===== config.mk =====
export PLATFORM = sky130hd
export DESIGN_NAME = base64_stream_encoder
export DESIGN_NICKNAME = d
export VERILOG_FILES = /design/src/hdl/b64enc_pkg.sv /design/src/hdl/b64enc_front.sv /design/src/hdl/b64enc_queue.sv /design/src/hdl/b64enc_back.sv /design/src/hdl/base64_stream_encoder.sv
export SDC_FILE = /design/constraint.sdc
export NUM_CORES = 1
export LEC_CHECK = 0
export BUFFER_PORTS_ARGS = -buffer_cell sky130_fd_sc_hd__buf_2
export CORE_MARGIN = 2
export CORE_UTILIZATION = 30
export CTS_BUF_LIST = sky130_fd_sc_hd__clkbuf_8
export DETAILED_ROUTE_END_ITERATION = 12
export PLACE_DENSITY = 0.44
export SETUP_SLACK_MARGIN = 0.2
export SLEW_MARGIN = 30
export SYNTH_ARGS = -nofsm -noshare
export SYNTH_HDL_FRONTEND = slang
export SYNTH_SLANG_ARGS = --single-unit

===== constraint.sdc =====
create_clock -name clk -period 3.3 [get_ports clk]
set_clock_uncertainty 0.05 [all_clocks]
set_input_delay 0.825 -clock clk [delete_from_list [all_inputs] [get_ports clk]]
set_output_delay 0.825 -clock clk [all_outputs]
set_load 0.02 [all_outputs]

===== src/hdl/b64enc_pkg.sv =====
// ----------------------------------------------------------------------------
// b64enc_pkg
// Shared types and the character table of the Base64 stream encoder.
// ----------------------------------------------------------------------------
package b64enc_pkg;

  localparam logic [7:0] PAD_CHAR = 8'h3D;

  localparam logic [1:0] PAD_NONE = 2'd0;
  localparam logic [1:0] PAD_ONE  = 2'd1;
  localparam logic [1:0] PAD_TWO  = 2'd2;

  // One complete or zero-filled group of three bytes, ready to be serialized.
  typedef struct packed {
    logic [23:0] data;
    logic [1:0]  npad;
    logic        mark;
  } group_t;

  function automatic logic [7:0] sextet_char(input logic [5:0] v);
    logic [7:0] c;
    c = 8'h00;
    case (v) inside
      [6'd0:6'd25]:  c = 8'h41 + {2'b00, v};
      [6'd26:6'd51]: c = 8'h61 + {2'b00, v} - 8'd26;
      [6'd52:6'd61]: c = 8'h30 + {2'b00, v} - 8'd52;
      6'd62:         c = 8'h2B;
      default:       c = 8'h2F;
    endcase
    return c;
  endfunction

endpackage


===== src/hdl/b64enc_front.sv =====
// ----------------------------------------------------------------------------
// b64enc_front
// Accepts bytes, collects them into groups of three and hands each finished
// or final group to the queue.
// ----------------------------------------------------------------------------
module b64enc_front (
  input  logic                clk,
  input  logic                rst_n,
  input  logic                in_valid,
  output logic                in_ready,
  input  logic [7:0]          in_data_byte,
  input  logic                in_end_of_message,
  output logic                grp_valid,
  input  logic                grp_ready,
  output b64enc_pkg::group_t  grp
);

  logic [1:0]  cnt_r, cnt_nxt;
  logic [15:0] pend_r, pend_nxt;
  logic        fire;

  assign in_ready  = grp_ready;
  assign fire      = in_valid && in_ready;
  assign grp_valid = fire && (cnt_r[1] || in_end_of_message);

  always_comb begin
    grp.mark = in_end_of_message;
    if (cnt_r[1]) begin
      grp.data = {pend_r, in_data_byte};
      grp.npad = b64enc_pkg::PAD_NONE;
    end else if (cnt_r[0]) begin
      grp.data = {pend_r[15:8], in_data_byte, 8'h00};
      grp.npad = b64enc_pkg::PAD_ONE;
    end else begin
      grp.data = {in_data_byte, 16'h0000};
      grp.npad = b64enc_pkg::PAD_TWO;
    end
  end

  always_comb begin
    cnt_nxt  = cnt_r;
    pend_nxt = pend_r;
    if (fire) begin
      if (grp_valid) begin
        cnt_nxt  = 2'd0;
        pend_nxt = 16'h0000;
      end else if (cnt_r[0]) begin
        cnt_nxt  = 2'd2;
        pend_nxt = {pend_r[15:8], in_data_byte};
      end else begin
        cnt_nxt  = 2'd1;
        pend_nxt = {in_data_byte, 8'h00};
      end
    end
  end

  always_ff @(posedge clk) begin
    if (!rst_n) begin
      cnt_r <= 2'd0;
    end else begin
      cnt_r <= cnt_nxt;
    end
  end

  always_ff @(posedge clk) begin
    pend_r <= pend_nxt;
  end

endmodule


===== src/hdl/b64enc_queue.sv =====
// ----------------------------------------------------------------------------
// b64enc_queue
// Small first-in first-out queue of groups between the front and back parts.
// ----------------------------------------------------------------------------
module b64enc_queue #(
  parameter int DEPTH = 2
) (
  input  logic                clk,
  input  logic                rst_n,
  input  logic                push_valid,
  output logic                push_ready,
  input  b64enc_pkg::group_t  push_grp,
  output logic                pop_valid,
  input  logic                pop_ready,
  output b64enc_pkg::group_t  pop_grp
);

  localparam int PW = (DEPTH > 1) ? $clog2(DEPTH) : 1;
  localparam int CW = $clog2(DEPTH + 1);
  localparam logic [PW-1:0] LAST_PTR = PW'(DEPTH - 1);
  localparam logic [CW-1:0] FULL_CNT = CW'(DEPTH);

  b64enc_pkg::group_t mem_r [DEPTH];
  logic [PW-1:0] wr_ptr_r, wr_ptr_nxt, rd_ptr_r, rd_ptr_nxt;
  logic [CW-1:0] cnt_r, cnt_nxt;
  logic          push, pop;

  assign push_ready = (cnt_r != FULL_CNT);
  assign pop_valid  = (cnt_r != '0);
  assign pop_grp    = mem_r[rd_ptr_r];
  assign push       = push_valid && push_ready;
  assign pop        = pop_valid && pop_ready;

  always_comb begin
    wr_ptr_nxt = wr_ptr_r;
    rd_ptr_nxt = rd_ptr_r;
    cnt_nxt    = cnt_r;
    if (push) begin
      wr_ptr_nxt = (wr_ptr_r == LAST_PTR) ? '0 : wr_ptr_r + 1'b1;
    end
    if (pop) begin
      rd_ptr_nxt = (rd_ptr_r == LAST_PTR) ? '0 : rd_ptr_r + 1'b1;
    end
    if (push && !pop) begin
      cnt_nxt = cnt_r + 1'b1;
    end else if (pop && !push) begin
      cnt_nxt = cnt_r - 1'b1;
    end
  end

  always_ff @(posedge clk) begin
    if (!rst_n) begin
      wr_ptr_r <= '0;
      rd_ptr_r <= '0;
      cnt_r    <= '0;
    end else begin
      wr_ptr_r <= wr_ptr_nxt;
      rd_ptr_r <= rd_ptr_nxt;
      cnt_r    <= cnt_nxt;
    end
  end

  always_ff @(posedge clk) begin
    if (push) begin
      mem_r[wr_ptr_r] <= push_grp;
    end
  end

  a_cnt_bound: assert property (@(posedge clk) disable iff (!rst_n)
    cnt_r <= FULL_CNT)
    else $error("queue count exceeds its depth");

  a_cnt_inc: assert property (@(posedge clk) disable iff (!rst_n)
    push && !pop |=> cnt_r == $past(cnt_r) + 1'b1)
    else $error("queue count did not follow a push");

  a_ptr_gap: assert property (@(posedge clk) disable iff (!rst_n)
    (cnt_r == '0 || cnt_r == FULL_CNT) |-> wr_ptr_r == rd_ptr_r)
    else $error("queue pointers disagree with the count");

endmodule


===== src/hdl/b64enc_back.sv =====
// ----------------------------------------------------------------------------
// b64enc_back
// Takes groups from the queue and sends out their four characters one per
// cycle while out_ready is high, through an output register.
// ----------------------------------------------------------------------------
module b64enc_back (
  input  logic                clk,
  input  logic                rst_n,
  input  logic                grp_valid,
  output logic                grp_ready,
  input  b64enc_pkg::group_t  grp,
  output logic                out_valid,
  input  logic                out_ready,
  output logic [7:0]          out_char,
  output logic                out_last_char
);

  b64enc_pkg::group_t cur_r, cur_nxt;
  logic       active_r, active_nxt;
  logic [1:0] idx_r, idx_nxt;
  logic       ov_r, ov_nxt;
  logic [7:0] ch_r, ch_nxt;
  logic       last_r, last_nxt;
  logic       adv;
  logic [5:0] sextet;
  logic [2:0] ndata;

  assign adv       = active_r && (!ov_r || out_ready);
  assign grp_ready = !active_r || (adv && idx_r == 2'd3);
  assign ndata     = 3'd4 - {1'b0, cur_r.npad};

  assign out_valid     = ov_r;
  assign out_char      = ch_r;
  assign out_last_char = last_r;

  always_comb begin
    case (idx_r)
      2'd0:    sextet = cur_r.data[23:18];
      2'd1:    sextet = cur_r.data[17:12];
      2'd2:    sextet = cur_r.data[11:6];
      default: sextet = cur_r.data[5:0];
    endcase
  end

  always_comb begin
    cur_nxt    = cur_r;
    active_nxt = active_r;
    idx_nxt    = idx_r;
    ov_nxt     = ov_r;
    ch_nxt     = ch_r;
    last_nxt   = last_r;
    if (ov_r && out_ready) begin
      ov_nxt = 1'b0;
    end
    if (adv) begin
      ov_nxt   = 1'b1;
      ch_nxt   = ({1'b0, idx_r} >= ndata) ? b64enc_pkg::PAD_CHAR
                                          : b64enc_pkg::sextet_char(sextet);
      last_nxt = cur_r.mark && (idx_r == 2'd3);
      idx_nxt  = idx_r + 2'd1;
      if (idx_r == 2'd3) begin
        active_nxt = 1'b0;
      end
    end
    if (grp_valid && grp_ready) begin
      cur_nxt    = grp;
      active_nxt = 1'b1;
      idx_nxt    = 2'd0;
    end
  end

  always_ff @(posedge clk) begin
    if (!rst_n) begin
      active_r <= 1'b0;
      idx_r    <= 2'd0;
      ov_r     <= 1'b0;
    end else begin
      active_r <= active_nxt;
      idx_r    <= idx_nxt;
      ov_r     <= ov_nxt;
    end
  end

  always_ff @(posedge clk) begin
    cur_r  <= cur_nxt;
    ch_r   <= ch_nxt;
    last_r <= last_nxt;
  end

  a_load_start: assert property (@(posedge clk) disable iff (!rst_n)
    grp_valid && grp_ready |=> active_r && idx_r == 2'd0)
    else $error("group taken without starting at its first character");

  a_out_hold: assert property (@(posedge clk) disable iff (!rst_n)
    ov_r && !out_ready |=> ov_r && $stable(ch_r) && $stable(last_r))
    else $error("stalled character changed");

  a_idle_idx: assert property (@(posedge clk) disable iff (!rst_n)
    !active_r |-> idx_r == 2'd0)
    else $error("character index not reset after a group");

endmodule


===== src/hdl/base64_stream_encoder.sv =====
// ----------------------------------------------------------------------------
// base64_stream_encoder
// Streaming Base64 encoder, standard alphabet with '=' padding.
// ----------------------------------------------------------------------------
//  channel | signals                                  | direction
//  --------+------------------------------------------+----------
//  input   | in_valid in_ready in_data_byte           | in
//          | in_end_of_message                        |
//  result  | out_valid out_ready out_char             | out
//          | out_last_char                            |
//
// Each group of three bytes, or the final partial group, yields four items
// at one per cycle while out_ready is high, so the output serializer sets the
// sustained rate. A byte that completes a group passes through the queue
// memory, the group register and the output character register before it
// reaches the output. Reset empties the queue and discards pending bytes. The
// group queue lets bytes keep arriving while the output is stalled, until it
// holds QUEUE_DEPTH groups.
// ----------------------------------------------------------------------------
module base64_stream_encoder #(
  parameter int QUEUE_DEPTH = 2
) (
  input  logic       clk,
  input  logic       rst_n,
  input  logic       in_valid,
  output logic       in_ready,
  input  logic [7:0] in_data_byte,
  input  logic       in_end_of_message,
  output logic       out_valid,
  input  logic       out_ready,
  output logic [7:0] out_char,
  output logic       out_last_char
);

  b64enc_pkg::group_t f_grp, q_grp;
  logic f_valid, f_ready, q_valid, q_ready;

  b64enc_front u_front (
    .clk               (clk),
    .rst_n             (rst_n),
    .in_valid          (in_valid),
    .in_ready          (in_ready),
    .in_data_byte      (in_data_byte),
    .in_end_of_message (in_end_of_message),
    .grp_valid         (f_valid),
    .grp_ready         (f_ready),
    .grp               (f_grp)
  );

  b64enc_queue #(
    .DEPTH (QUEUE_DEPTH)
  ) u_queue (
    .clk        (clk),
    .rst_n      (rst_n),
    .push_valid (f_valid),
    .push_ready (f_ready),
    .push_grp   (f_grp),
    .pop_valid  (q_valid),
    .pop_ready  (q_ready),
    .pop_grp    (q_grp)
  );

  b64enc_back u_back (
    .clk           (clk),
    .rst_n         (rst_n),
    .grp_valid     (q_valid),
    .grp_ready     (q_ready),
    .grp           (q_grp),
    .out_valid     (out_valid),
    .out_ready     (out_ready),
    .out_char      (out_char),
    .out_last_char (out_last_char)
  );

endmodule

# == Word level (Yosys, flattened, before mapping) ==
# Memories as Yosys holds them, arrays and structs flattened. A register that Yosys moved wholly into a read port is not among the register bits.
# Cells that the tools add are included.
# word_totals
reg_bits,35
latchBits,0
mem_bits_rw,54
romBits,0
in_bits,13
elab_cells,89
n_memories,1
# op_classes
n_addsub,11
n_mul,0
n_div,0
n_lt_le_gt_ge,7
eq_ne,6
n_shift,0
n_mux,21
bitwise_logic,2
reduce_logical,30
# mem_list
memory,words,word_bits,read_ports,rd_clocked_by_memory_dff,wr,line_no,text
u_queue.mem_r,2,27,1,1,1,b64enc_queue.sv:23,b64enc_pkg::group_t mem_r [DEPTH];
# ops
operator,count
26-bit 2-to-1 mux,2
8-bit 2-to-1 mux,3
6-bit case mux with 3 select lines,1
"7-bit by 6-bit adder with 8-bit output, first input constant",2
16-bit 2-to-1 mux,1
1-bit logical AND,13
"6-bit less-or-equal comparator, second input constant",2
2-bit nonzero test,5
1-bit 2-to-1 mux,9
2-bit 2-to-1 mux,4
"8-bit by 5-bit subtractor with 8-bit output, second input constant",1
"8-bit by 6-bit subtractor with 8-bit output, second input constant",1
"6-bit by 6-bit adder with 7-bit output, first input constant",1
"6-bit equality test, second input constant",1
"6-bit by 1-bit greater-or-equal comparator with 1-bit output, second input constant",1
"6-bit by 5-bit greater-or-equal comparator with 1-bit output, second input constant",1
"6-bit greater-or-equal comparator, second input constant",1
"6-bit by 5-bit less-or-equal comparator with 1-bit output, second input constant",1
"2-bit by 1-bit adder with 2-bit output, second input constant",2
"2-bit equality test, second input constant",2
1-bit logical NOT,4
2-bit AND reduction,2
2-bit OR reduction,2
2-bit by 3-bit greater-or-equal comparator with 1-bit output,1
10 further kinds,14

# == Logic depth before layout (Yosys ltp) ==
# logic_depth
word_depth,9
mapped_depth,13

# == Modules after synthesis ==
# From an unflattened synthesis, not the netlist that was laid out.
# hier_totals
cells_unflattened,354
area_unflattened_um2,5295.1
# modules_own_cells
module,n_inst,cells_each,area_each_um2,seq_area_each_um2
b64enc_queue,1,108,2188.3,1721.7
b64enc_back,1,167,2088.3,1161.1
b64enc_front,1,79,1018.5,520.5

# == Worst setup path before layout ==
# OpenSTA, ideal clock, no wires.
# synth_path
path_type,input port to flip-flop
startpoint,input port in_valid
endpoint,"memory u_queue.mem_r[0][0] (netlist name), enable pin"
setup_time_ns,0.412
arrival_time_ns,2.698
setup_slack_ns,0.139
path_stages,5
path_buffers,1
path_cell_list,nand2_1 > inv_1 > o21ai_0 > clkbuf_1 > nor2_1
# synth_via
elab_chain_cells,5
# synth_lines
item,line_no,text
from (decl),base64_stream_encoder.sv:25,"input logic in_valid,"
1-bit logical AND,b64enc_front.sv:23,assign fire = in_valid && in_ready;
via u_front.fire,b64enc_front.sv:20,logic fire;
1-bit logical AND,b64enc_front.sv:24,assign grp_valid = fire && (cnt_r[1] || in_end_of_message);
1-bit logical AND,b64enc_queue.sv:31,assign push = push_valid && push_ready;
1-bit 2-to-1 mux,b64enc_queue.sv:64,if (push) begin
1-bit 2-to-1 mux (not written as such),b64enc_queue.sv:65,mem_r[wr_ptr_r] <= push_grp;
to (decl),b64enc_queue.sv:23,
# The timed path passes the listed nets, and every way through them passes these cells.

# == Final worst setup path ==
# layout_path
startpoint,register u_back.idx_r[1]
endpoint,register u_back.ch_r[2] (netlist: u_back.out_char[2]) (data pin)
# layout_via
elab_chain_cells,7
word_cells_on_any_way,24
# layout_lines
item,line_no,text
from (decl),b64enc_back.sv:20,"logic [1:0] idx_r, idx_nxt;"
from (signal assigned),b64enc_back.sv:79,idx_r <= idx_nxt;
2-bit equality test (tied with other cells),b64enc_back.sv:37,case (idx_r)
6-bit case mux with 3 select lines,b64enc_back.sv:37,
6-bit by 6-bit adder with 7-bit output (tied with other cells),b64enc_pkg.sv:26,"[6'd52:6'd61]: c = 8'h30 + {2'b00, v} - 8'd52;"
8-bit by 6-bit subtractor with 8-bit output (tied with other cells),b64enc_pkg.sv:26,
8-bit 2-to-1 mux (3 in series),b64enc_pkg.sv:23,case (v) inside
to (signal assigned),b64enc_back.sv:86,ch_r <= ch_nxt;
to (decl),b64enc_back.sv:22,"logic [7:0] ch_r, ch_nxt;"
# Several ways; a longest one is shown, not always the timed one.
# A chain may end at the register's enable or synchronous reset.

==> impl_summary.txt <==
----------------------------------------------------
[Status]
  Result of the run ... finished, final reports clean

[Synth]
  Syn_area_per_cell ... roughly 14 µm²
  Sequential cell area fraction in the yosys report ... approximately 64%
  Main area contributors after synthesis ... edfxtp_1 (61%), mux2_2 (7.5%), ha_1 (4.3%)
  Cell Area, Synth ... roughly 0.0053 mm²
  Number of synthesized register bits ... around 120
  Number of enable-type register cells in the synthesized netlist ... 106
  Area fraction of the dominant cell type after synthesis ... ~61%
  Total nets after synthesis ... about 400
  Proportion of synthesized flip-flops having asynchronous set or reset ... 0%
  Yosys warning total ... 0
  Cell variety after synth ... 56
  Largest area contributor in the synthesized netlist ... edfxtp_1
  Instance count of the mapped netlist ... roughly 370
  Most common flop cell mapped by yosys ... edfxtp_1

[Clocking]
  Clk sink count ... around 120
  Clock latency of the later-clocked register in the worst-skew pair ... roughly 430 ps
  CTS Buf Count ... 17
  Maximum count of clock buffers along a single path ... 2
  TritonCTS clock tree ... built
  Hold buffers post-CTS ... 0
  Clock transition at the registers of the reported paths ... 70 ps
  Root Buffer ... clkbuf_8
  Clock H-tree levels ... 4

[Min path]
  Endpoint with the worst hold slack ... u_back.out_valid
  Type of the most critical hold path ... flop to flop
  Hold Path Origin ... u_back.active_r
  Number of cells on the worst hold path ... 2

[Place]
  I/O Buffers ... 23
  HPWL Detailed ... a little over 7000 µm
  Routability cong. ... ~0.86
  Area post-placement ... 0.005694 mm²

[Worst setup path]
  Setup slack on the worst flop-to-flop path ... 330 ps
  Data arrival at the endpoint of the critical path ... about 3100 ps
  Cell breakdown of the critical path ... clkinvlp_4, ha_4, a222oi_1, a21oi_2, buf_6, ha_4, and2b_2, o31ai_4, o21a_2, a21oi_1, a21oi_1, o21ai_1
  Endpoint required time on the critical path ... 3430 ps
  Startpoint of the worst register-to-register path ... u_back.idx_r[1]
  Cell with the biggest individual delay on the critical path ... a222oi_1
  Reg2reg path depth ... 12
  Critical Setup Path Class ... flop to flop
  Largest stage delay on the critical path ... around 440 ps
  Reg-to-reg critical path endpoint ... u_back.out_char[2]
  Kind of start point of the critical path ... flop
  Critical Path Fanout Max ... 6
  Nature of the critical path endpoint ... flop
  Critical Path Source ... u_back.idx_r[1]

[Timing]
  Fraction of the cycle the final worst path needs ... 90.01%
  Endpoints failing setup ... 0
  Fmax ... 0.3367 GHz
  Total negative slack for setup checks ... 0 ps
  Number of pins exceeding their max-slew limit in the final report ... 0
  Least-Margin Pin Slew ... 776.1 ps
  RSZ-0062 raised after global routing ... true
  Max-slew headroom ... 48.15%
  Number of endpoints with negative hold slack in the final report ... 0
  Post-layout min period ... 2970 ps

[Finish]
  Layout area overhead ... 19.93%
  Diode count ... 0
  Final non-filler cell area ... between 0.006 and 0.007 mm²
  Final net count ... between 400 and 500
  Leading cell type in the layout, fill and taps excluded ... edfxtp_1
  Register area ... roughly 0.0034 mm²
  Fill cell instance count of the final layout ... between 1.5k and 2k
  Most frequent cells in the layout ... edfxtp_1 (106), mux2_2 (35), buf_2 (23)
  Area of the multi-input gates ... 0.001853 mm²
  Fraction of final layout cells sized beyond drive strength 1 ... roughly 33%

[Global route]
  Wire length of the first global-routing pass ... about 18000 µm
  Number of antenna violations at the first check in global routing ... 0
  Vias in the first global route ... between 3k and 4k
  Largest net degree at the start of global routing ... 29
  GRT Residual Overflow ... 0
  GRT Util Overall ... 12.85%

[Route]
  Initial drt markers ... 153
  Via density per instance ... around 4.6
  DR pass1 iterations ... 4
  Post-Route WL ... roughly 11000 µm
  Post-route DRC ... 0
  DRT antenna net count ... 0
  Vias post-DR ... approximately 3.0k
  Routed length per instance ... between 15 and 20 µm

[Pwr]
  Standby leakage power ... 0.002292 µW
  Power density relative to cell area ... 987.6 mW/mm²
  Maximum resistive drop on vdd ... 0.4595 mV

[Floorplan]
  Count of boundary I/O pins ... 24
  Die height ... 136.3 µm
  Std-Cell Core Area ... 0.01724 mm²
  Number of standard-cell rows in the floorplan ... 48
  Die width ... between 100 and 150 µm
  DIE AREA ... between 0.015 and 0.02 mm²
  Initial Util ... between 30% and 40%

[Job]
  Total of max-cap violations ... 0

----------------------------------------------------
## metal layers
layer	share of wire, %	up-vias	global-route usage (%)
met5	0	-	0
met4	1.2	0	4.225
met3	3.3	14	4.251
met2	49	54	21.08
met1	46	1467	15.95
li1	-	1491	-
## final cells by class
class,count,area share (%)
clock inverter,15,3.415
sequential,116,53.77
inverter,15,0.9531
tap,225,4.468
clock buffer,17,3.713
multi-input combinational,225,29.41
timing repair buffer,43,4.269
## critical path: cells and delay by family (launching register included)
kind | cells | cell delay, ps
AND/OR/NAND/NOR | 1 | 210
flip-flops | 1 | 370
adder cells (fa/ha/maj) | 2 | 370
AO/OA/AOI/OAI | 7 | 1430
buffers and inverters | 2 | 290
## synth_stat cells, types with 7 or more instances
| master | n |
|---|---|
| edfxtp_1 | 106 |
| mux2_2 | 35 |
| a21oi_1 | 15 |
| a22o_1 | 8 |
| inv_1 | 15 |
| dfxtp_1 | 10 |
| and3_1 | 9 |
| nand2_1 | 15 |
| clkbuf_1 | 9 |
| and2_1 | 22 |
| nor2_1 | 18 |
| xnor2_1 | 7 |
| ha_1 | 18 |
## flip-flops by register name, summed over array words and instances, names as in the netlist, 2 cells and up
name,count
u_queue.cnt_r,2
u_back.cur_r,27
u_back.out_char,8
u_back.idx_r,2
u_front.pend_r,16
u_front.cnt_r,2
u_queue.mem_r,54
## worst max path at each step
stage,to,slack (ps),cells past startpoint
after floorplan,u_back.out_char[7],260,12
after CTS,u_back.out_char[2],220,12
final,u_back.out_char[2],330,12
after detailed placement,u_back.out_char[2],20,12
after global routing,u_back.out_char[2],180,12
after global placement,u_back.out_char[2],110,12
## logic make-up after synthesis
family / after synthesis / synth area share (%)
mux: 35 / 7.502
compound gates: 66 / 9.741
xor+xnor: 9 / 1.500
fa+ha+maj: 18 / 4.287
flops: 116 / 64.40
simple gates: 97 / 10.29
buf+inv: 27 / 2.286
## where the power goes
part	total [µW]	switching (µW)	leakage, µW	internal [µW]
Clock	1480	634	0.000217	843
Combinational	2500	1470	0.000992	1030
Sequential	2240	143	0.00108	2100
Total	6220	2250	0.00229	3970
## per-stage QoR
step | power (µW) | utilization, % | hold slack (ps) | instances | setup slack, ps
floorplan | 3906 | - | 406.1 | 368 | 263.0
CTS | 6088 | 35.77 | 447.0 | 652 | 218.1
global placement | 4547 | 33.04 | 417.5 | 618 | 109.4
finish | 6223 | 36.56 | 445.9 | 656 | 329.7
detailed placement | 4539 | 33.04 | 436.8 | 618 | 24.32
global route | 6657 | 36.56 | 494.3 | 656 | 181.9
## repair_timing
item / 4_1_cts / 5_1_grt
resized for setup: 3 / 21
pin swaps: 2 / 6
buffers inserted: 2 / 4
setup endpoints to repair: 8 / 8
Note: power is estimated with default switching activity, not from simulation.
